--- src/grd_pkg.sv ---
// Shared constants, codes and controller/datapath interface types for the reachability block.
package grd_pkg;

  localparam int MAX_NODES_DEF = 64;

  localparam logic [1:0] ACT_DIRECTED   = 2'd0;
  localparam logic [1:0] ACT_UNDIRECTED = 2'd1;
  localparam logic [1:0] ACT_QUERY      = 2'd2;

  localparam logic [1:0] SEL_A   = 2'd0;
  localparam logic [1:0] SEL_B   = 2'd1;
  localparam logic [1:0] SEL_CUR = 2'd2;

  typedef struct packed {
    logic       latch;
    logic [1:0] adj_sel;
    logic       adj_wr;
    logic       wr_second;
    logic       q_init;
    logic       stk_pop;
    logic       scan;
    logic       push;
    logic       res_load;
  } cmd_t;

  typedef struct packed {
    logic idx_ok;
    logic cand_empty;
    logic fill_zero;
  } sts_t;

endpackage

--- src/grd_ctrl.sv ---
// Controller state machine that sequences edge updates and the depth-first walk.
module grd_ctrl (
  input  logic              clk,
  input  logic              rst,
  input  logic              in_valid,
  output logic              in_ready,
  input  logic [1:0]        action,
  output logic              out_valid,
  input  logic              out_ready,
  input  grd_pkg::sts_t     sts,
  output grd_pkg::cmd_t     cmd
);

  localparam logic [3:0] S_IDLE   = 4'd0;
  localparam logic [3:0] S_E_RD   = 4'd1;
  localparam logic [3:0] S_E_WR   = 4'd2;
  localparam logic [3:0] S_E_RD2  = 4'd3;
  localparam logic [3:0] S_E_WR2  = 4'd4;
  localparam logic [3:0] S_Q_INIT = 4'd5;
  localparam logic [3:0] S_POP    = 4'd6;
  localparam logic [3:0] S_ROW    = 4'd7;
  localparam logic [3:0] S_SCAN   = 4'd8;
  localparam logic [3:0] S_PUSH   = 4'd9;
  localparam logic [3:0] S_DONE   = 4'd10;

  logic [3:0] state;
  logic [3:0] state_next;
  logic       undirected;
  logic       accept;

  assign in_ready = (state == S_IDLE);
  assign accept   = in_valid && in_ready;

  always_comb begin
    state_next    = state;
    cmd           = '0;
    cmd.adj_sel   = grd_pkg::SEL_CUR;
    unique case (state)
      S_IDLE: begin
        cmd.latch = accept;
        if (accept) begin
          priority if (action == grd_pkg::ACT_DIRECTED ||
                        action == grd_pkg::ACT_UNDIRECTED) begin
            state_next = sts.idx_ok ? S_E_RD : S_IDLE;
          end else if (action == grd_pkg::ACT_QUERY) begin
            // An out-of-range query skips the walk and answers 0.
            state_next = sts.idx_ok ? S_Q_INIT : S_DONE;
          end else begin
            state_next = S_IDLE;
          end
        end
      end
      S_E_RD: begin
        cmd.adj_sel = grd_pkg::SEL_A;
        state_next  = S_E_WR;
      end
      S_E_WR: begin
        cmd.adj_wr = 1'b1;
        state_next = undirected ? S_E_RD2 : S_IDLE;
      end
      S_E_RD2: begin
        cmd.adj_sel = grd_pkg::SEL_B;
        state_next  = S_E_WR2;
      end
      S_E_WR2: begin
        cmd.adj_wr    = 1'b1;
        cmd.wr_second = 1'b1;
        state_next    = S_IDLE;
      end
      S_Q_INIT: begin
        cmd.q_init = 1'b1;
        state_next = S_POP;
      end
      S_POP: begin
        cmd.stk_pop = 1'b1;
        state_next  = S_ROW;
      end
      S_ROW: begin
        state_next = S_SCAN;
      end
      S_SCAN: begin
        cmd.scan   = 1'b1;
        state_next = S_PUSH;
      end
      S_PUSH: begin
        priority if (!sts.cand_empty) begin
          cmd.push = 1'b1;
        end else if (sts.fill_zero) begin
          state_next = S_DONE;
        end else begin
          state_next = S_POP;
        end
      end
      S_DONE: begin
        if (!out_valid || out_ready) begin
          cmd.res_load = 1'b1;
          state_next   = S_IDLE;
        end
      end
      default: begin
        state_next = S_IDLE;
      end
    endcase
  end

  always_ff @(posedge clk) begin
    if (rst) begin
      state      <= S_IDLE;
      undirected <= 1'b0;
      out_valid  <= 1'b0;
    end else begin
      state <= state_next;
      if (accept) begin
        undirected <= (action == grd_pkg::ACT_UNDIRECTED);
      end
      if (cmd.res_load) begin
        out_valid <= 1'b1;
      end else if (out_ready) begin
        out_valid <= 1'b0;
      end
    end
  end

endmodule

--- config.mk ---
export PLATFORM = sky130hd
export DESIGN_NAME = grd_ctrl
export DESIGN_NICKNAME = d
export VERILOG_FILES = /design/src/grd_pkg.sv /design/src/grd_ctrl.sv
export SDC_FILE = /design/constraint.sdc
export NUM_CORES = 1
export LEC_CHECK = 0
export ABC_AREA = 1
export BUFFER_PORTS_ARGS = -buffer_cell sky130_fd_sc_hd__buf_2
export CORE_AREA = 2 2 39 41
export CTS_CLUSTER_DIAMETER = 60
export DETAILED_ROUTE_END_ITERATION = 7
export DIE_AREA = 0 0 41 43
export PLACE_DENSITY_LB_ADDON = 0.15
export SLEW_MARGIN = 10
export SYNTH_ARGS = -nofsm -noshare
export SYNTH_HDL_FRONTEND = slang
export SYNTH_SLANG_ARGS = --single-unit
export TNS_END_PERCENT = 1
--- constraint.sdc ---
create_clock -name clk -period 1 [get_ports clk]
set_input_delay 0.15 -clock clk [delete_from_list [all_inputs] [get_ports clk]]
set_output_delay 0.15 -clock clk [all_outputs]
set_load 0.1 [all_outputs]
==> results of run 1 <==
-- worst min-delay path by stage --
stage	startpoint	end	slack [ns]	depth (start not counted)
after global routing	rst	state[3]	0.14	2
after global placement	rst	state[3]	0.39	2
after CTS	rst	state[3]	0.12	2
final	rst	state[3]	0.12	2
after detailed placement	rst	state[3]	0.40	2
after floorplan	rst	state[1]	0.21	1
-- where the power goes --
group / total (mW) / leakage [nW] / internal, mW / switching [mW]
clock network: 0.244 / 0.0150 / 0.151 / 0.0930
logic: 0.614 / 0.420 / 0.235 / 0.379
registers: 0.270 / 0.0523 / 0.247 / 0.0231
total: 1.13 / 0.488 / 0.633 / 0.495
-- metrics by stage --
step,setup TNS [ns],std cells,util (%)
after floorplan,-5.34,82,-
after global placement,-2.46,130,69.5
after detailed placement,-2.69,130,69.5
after CTS,-4.68,137,80.6
after global routing,-5.58,137,80.7
final,-4.75,137,80.7
-- cell usage in the layout (no fill, tap or decap), types with 2 or more instances in the layout --
| cell | instances |
|---|---|
| a21oi_1 | 4 |
| buf_12 | 12 |
| buf_2 | 8 |
| buf_4 | 13 |
| buf_6 | 4 |
| clkbuf_4 | 3 |
| dfxtp_4 | 4 |
| inv_1 | 5 |
| inv_2 | 6 |
| inv_4 | 3 |
| nand2_1 | 11 |
| nand2_2 | 3 |
| nand2_4 | 7 |
| nand3_1 | 5 |
| nand3b_1 | 2 |
| nor2_1 | 8 |
| nor2_2 | 2 |
| nor2_4 | 11 |
-- registers in the layout (all words and copies together) (netlist names) --
register / count
state: 4
out_valid: 1
undirected: 1
-- logic make-up after synthesis --
logic type	count (synthesis)	synth area share, %
simple gates	52	53.6
flops	6	23.7
compound gates	7	7.65
buf+inv	17	15.1
-- Yosys cell counts (all sizes together) --
cell	number
nand2	21
nor2	21
inv	14
dfxtp	6
nand3	6
a21oi	5
buf	2
nand3b	2
o21ai	2
clkinv	1
nor3	1
nor4	1
-- area by class of cell --
cell class / instances / area, um^2 / area share, %
clock buffer: 4 / 26.3 / 2.35
inverter: 15 / 68.8 / 6.16
multi-input combinational: 59 / 443 / 39.6
sequential: 6 / 136 / 12.2
tap: 16 / 20.0 / 1.79
timing repair buffer: 37 / 423 / 37.9
-- what timing repair did --
| item | 4_1_cts | 5_1_grt |
|---|---|---|
| endpoints found under the hold margin | 0 | 0 |
| endpoints found under the setup margin | 18 | 18 |
| resized for setup | 30 | 1 |
| setup buffers | 3 | 0 |
| pin swaps | 7 | 2 |
-- routing by layer --
layer	global-route usage, %	vias to the layer above	wire length [um]
met3	4.71	4	67
li1	-	329	-
met2	38.4	17	913
met4	4.00	0	14
met1	25.2	297	615
met5	0	-	0
==> results.txt, run 1 <==
The run finished, with violations left. The final reports fail on setup timing. The initial antenna violation count is 0. For the number of fill cells, the log shows 90. The endpoint identified for the worst register-to-register timing path is state[3].

A synthesized cell averages 6.18 um^2. The final critical-path setup slack was -0.382 ns. Across every metal layer, demand over resource in global routing totals 21.7%.

For the worst-skew pair, the clock arrives at the later sink with an insertion delay of 0.25 ns. The placed instances occupy a cell area of 962 um^2. The tools report the final design area excluding fillers as 1120 um^2.

Synthesis inferred 6 register bits. The number of failing setup endpoints in the final timing report is 17, and the area of the placeable core is 1380 um^2. STA classifies the critical path endpoint as a primary output. No sink is reached through more buffers than the 2 on the longest clock path. Setup repair after global routing could not meet its margin everywhere.

The largest stage delay on the critical path works out to 0.38 ns. The run gives 3 as the number of clock buffers inserted by TritonCTS. The detailed router finished its first iteration with 7 violations.

The per-cell routed wire length was 11.8 um. The run gives 0.488 nW as the leakage power figure. Across all hold checks on the routed design, the worst slack comes to 0.124 ns.

In the post-synthesis netlist, the biggest area contributors are dfxtp_1, nor2_1, nand2_1. The number of iterations in the first detailed-routing pass came out at 4. The antenna diode count is 0, and the number of levels in the clock H-tree is 1. The final critical path takes up 138% of the cycle.

The normalized max-slew margin is 83.3%, and the remaining antenna violation count is 0. Traced cell by cell, the critical path runs through nor2_4 -> inv_4 -> o21ai_4 -> buf_12. In this run the core area contains 14 standard-cell rows.

The worst min-delay path class was in2reg. The tools report the total overflow reported by the global router as 0. The tools report the number of max-capacitance violations reported as 0. Measured along the y axis, the die boundary spans 43 um. For the worst setup path, the data arrival time is 1.23 ns. Derived from the worst setup path, the maximum achievable clock frequency is 723 MHz.

The number of slew-limit violations in the final report came out at 0. Depth of the worst register-to-register path: 7. The share of synthesized area in the top cell type comes to 23.7%.

Entering global routing, the biggest net connects 7 pins. The cell count after synthesis came out at 82. On the final layout, the worst clock skew is 0.0119 ns.

The clock transition at the register clock pins on the worst setup and hold paths after CTS is 0.05 ns, and the layout-stage area growth over the synthesis result is 120%. The number of global-route vias before repair was 642; the number of cells on the critical path was 4. The first global-routing pass estimated 2640 um of wire. STA puts the critical path data required time at 0.85 ns. Remaining design rule violation count: 0. In this run the worst path has a maximum fanout of 4.

The number of nets produced by synthesis is 91, and the buffer and inverter count on the worst path is 2. For this run, the post-layout net count is 131. The top cell type by total area after synthesis was dfxtp_1. Input and output buffers added on the ports amount to 20.

After synthesis, the netlist uses 20 different library cells. The half-perimeter wire length after detailed placement is 1210 um. The total die area was 1760 um^2.

Number of sinks handled by clock tree synthesis: 6. During synthesis, Yosys emitted a total of 0 warnings. Once the floorplan was initialized, standard cells occupied 36.6% of the core.

Prior to clock tree synthesis, the placed netlist has a worst setup slack of -0.234 ns. Cell at the root of the clock tree: clkbuf_4. The run gives 0 as the hold violation total from the final report. For the wire length after detailed routing, the log shows 1610 um.

The number of hold-repair buffers added at the cts stage was 0. STA classifies the critical path startpoint as a register. Across all layers, the routed design uses 647 vias. In this run the worst setup path begins at state[1]. In this design, the largest share of critical-path delay is due to flip-flops. The critical path ends at cmd[6]. VDD sags by at most 0.977 mV.

The synthesized netlist occupies a cell area of 507 um^2. In this run the power density over the cells is 1010 nW/um^2. Routability-driven placement finished with a final weighted congestion of 0.893. Using the TritonRoute via totals, the vias-per-cell ratio works out to 4.72. The transition time at the pin with the least slew margin was 0.250 ns; the fraction of final layout cells with drive strength greater than 1 was 68.6%. The tools report the count of boundary I/O pins as 21.

The startpoint identified for the worst register-to-register timing path is state[1]. The critical path class is reg2out. Slowest stage cell on the critical path: dfxtp_4. Sequential cell area fraction in the yosys report: 23.7%. TritonCTS built the clock tree. The worst register-to-register path has a setup slack of -0.23 ns. The completed layout was analyzed and its total power is 1.13 mW. For the finished layout, the period the worst path requires is 1.38 ns. In this run the horizontal extent of the chip is 41 um.
Power figures use the tool's default switching activity.
==> run 2, diff against run 1 <==
CELL_PAD_IN_SITES_DETAIL_PLACEMENT = 0   (was default)
CELL_PAD_IN_SITES_GLOBAL_PLACEMENT = 1   (was default)
CORE_AREA = 2 2 47 49   (was 2 2 39 41)
DIE_AREA = 0 0 49 51   (was 0 0 41 43)
==> results.txt, run 2 (synthesis results as in run 1) <==
The critical path's top delay family is buffers and inverters. The critical path goes through buf_6 -> nor2_4 -> nand2_4 -> clkinv_4 -> nand2_4 -> inv_4 -> buf_12. The tools report the number of vias after detailed routing as 646 (-0.15%). The count of boundary I/O pins was 21 (unchanged).

The critical path is of the reg2out type. The logs give 2060 um^2 (+49%) for the area of the placeable core and -5.44 ns (-0.688 ns) for the total negative slack for setup checks. The run gives 1090 um (-10%) as the half-perimeter wire length after detailed placement. In the layout the commonest cells are buf_4, buf_12, nand2_1. The wire length after detailed routing came out at 1460 um (-9.1%). The endpoint required time on the critical path was 0.85 ns (about the same); the leakage power figure was 0.516 nW (+5.8%).

The run gives 0 (unchanged) as the initial antenna violation count. The number of cells on the critical path was 7 (+3); the number of iterations in the first detailed-routing pass was 4 (unchanged). The tools report the number of max-capacitance violations reported as 0 (unchanged). The tools report the instance area at placement as 970 um^2 (+0.78%). The run finished, with violations left. The layout-stage area growth over the synthesis result is 128%. The final design area excluding fillers is 1150 um^2 (+3.4%), and the power per unit of standard cell area is 1000 nW/um^2 (-1.0%).

The pre-CTS setup slack is -0.233 ns (+0.00118 ns), and the hold violation total from the final report is 0 (unchanged). The worst setup path is launched from a register. STA classifies the critical path endpoint as a primary output.

The logs give 0 (unchanged) for the number of hold-repair buffers added at the cts stage and 17 (+3) for the row count. Height of the die: 51 um (+19%). The buffer and inverter count on the worst path was 4 (+2); the number of failing setup endpoints in the final timing report was 18 (+1). The largest stage delay on the critical path is 0.33 ns (-0.05 ns).

Worst setup slack for register-to-register paths: -0.38 ns (-0.15 ns). The run gives 0.746 mV (-24%) as the maximum vdd ir drop. The global placement routability congestion is 0.774 (-13%), and the number of buffers added on ports is 20 (unchanged). The clock latency reported for the late side of the worst-skew pair is 0.25 ns (about the same), and the total die area is 2500 um^2 (+42%). The final cycle utilization of the critical path was 139% (+0.72 points); the final critical-path setup slack was -0.389 ns (-0.00716 ns).

Leaving out fill and tap cells, the most frequent cell in the layout is buf_4. The termination of the worst setup path was cmd[9]. The final critical path time including I/O delays and setup came out at 1.39 ns (+0.00716 ns). The clock transition at the register clock pins on the worst setup and hold paths after CTS was 0.05 ns (about the same); the final net count was 136 (+3.8%). For the data arrival at the endpoint of the critical path, the log shows 1.24 ns (about the same). The startpoint of the worst-slack reg-to-reg timing path is state[0]. Among all stages on the critical path, the largest delay is contributed by dfxtp_2.

The run gives 0 (unchanged) as the remaining antenna violation count. The effective utilization at floorplan is 24.6% (-12 points). The checks that failed: setup timing.

The worst register-to-register path ends at undirected. The biggest fanout along the worst timing path works out to 4 (unchanged). TritonCTS built the clock tree.

The tools report the maximum number of pins on one net before global-route repair as 7 (unchanged). The post-route clock skew is 0.00535 ns (-0.00656 ns), and the flip-flop count of the largest register, all copies and words added is 4 (unchanged). Register ranked first by flip-flop count: state. The run gives 0 (unchanged) as the number of slew-limit violations in the final report. For the normalized max-slew margin, the log shows 81.4% (-2.0 points). The tree is rooted in a clkbuf_4. For the number of clock buffers inserted by TritonCTS, the log shows 3 (unchanged).

The tools report the number of sinks handled by clock tree synthesis as 6 (unchanged). The fraction of final layout cells with drive strength greater than 1 came out at 68.3% (-0.34 points). The depth of the worst register-to-register path is 11 (+4). The tools report the number of levels in the clock H-tree as 1 (unchanged). The most numerous cell type found on the critical path is nand2_4. The number of vias per cell was 4.19 (-11%); the first-pass GRT wire length was 2580 um (-2.1%).

The tools report the total global-route track usage as 13.5% (-8.2 points). The tools report the timing-limited maximum frequency as 720 MHz (-0.52%). The number of global-route vias before repair is 665 (+3.6%). The transition time at the pin with the least slew margin is 0.277 ns (+0.0276 ns). The tools report the antenna diode count as 0 (unchanged). The tightest min-delay check is of the in2reg type.

The tools report the initial DRC count as 4 (-3). The most critical setup path has its startpoint at state[0]. For the post-layout total power, the log shows 1.15 mW (+2.3%). Setup repair after global routing could not meet its margin everywhere.

The chip width was 49 um (+20%). The per-cell routed wire length was 9.51 um (-19%); the total overflow reported by the global router was 0 (unchanged). The remaining design rule violation count was 0 (unchanged); the number of buffers on the longest clock path was 2 (unchanged).

The largest registers in the layout are state (4), out_valid (1), undirected (1).
-- run 2: worst min-delay path by stage --
| stage | startpoint | endpoint | cells after the start |
|---|---|---|---|
| floorplan | rst | state[1] | 1 |
| global placement | rst | state[3] | 2 |
| detailed placement | rst | state[3] | 2 |
| CTS | rst | state[3] | 2 |
| global route | rst | state[3] | 2 |
| finish | rst | state[3] | 2 |
-- run 2: report_power, final --
| group | internal, mW | switching (mW) |
|---|---|---|
| Combinational | 0.271 | 0.372 |
| Sequential | 0.245 | 0.0177 |
| Clock | 0.152 | 0.0966 |
| Total | 0.668 | 0.486 |
-- run 2: what timing repair did --
action / CTS / global route
hold endpoints to repair: 0 / 0
setup buffers: 9 / 0
gates resized for setup: 23 / 2
pin swaps: 6 / 3
setup endpoints to repair: 17 / 18
-- run 2: metrics by stage --
step                hold slack, ns  util (%)  cells
CTS                          0.115      55.5    154
detailed placement           0.401      47.0    141
finish                       0.135      56.0    154
global route                 0.138      56.0    154
global placement             0.408      47.0    141
floorplan                    0.212         -     82
-- run 2: layout make-up --
type                    count  area (um^2)
repair buffers             42          477
multi-input cells          59          414
inverters                  15         66.3
clock buffers               4         26.3
well taps                  28         35.0
fillers                   206          908
flip-flops and latches      6          136
-- run 2: metal layers --
layer / global-route usage [%] / vias to the layer above / share of wire, %
met5: 0 / - / 0
met4: 8.57 / 0 / 1.9
met3: 2.34 / 4 / 4.0
met2: 25.1 / 16 / 53
met1: 14.1 / 288 / 41
li1: - / 338 / -
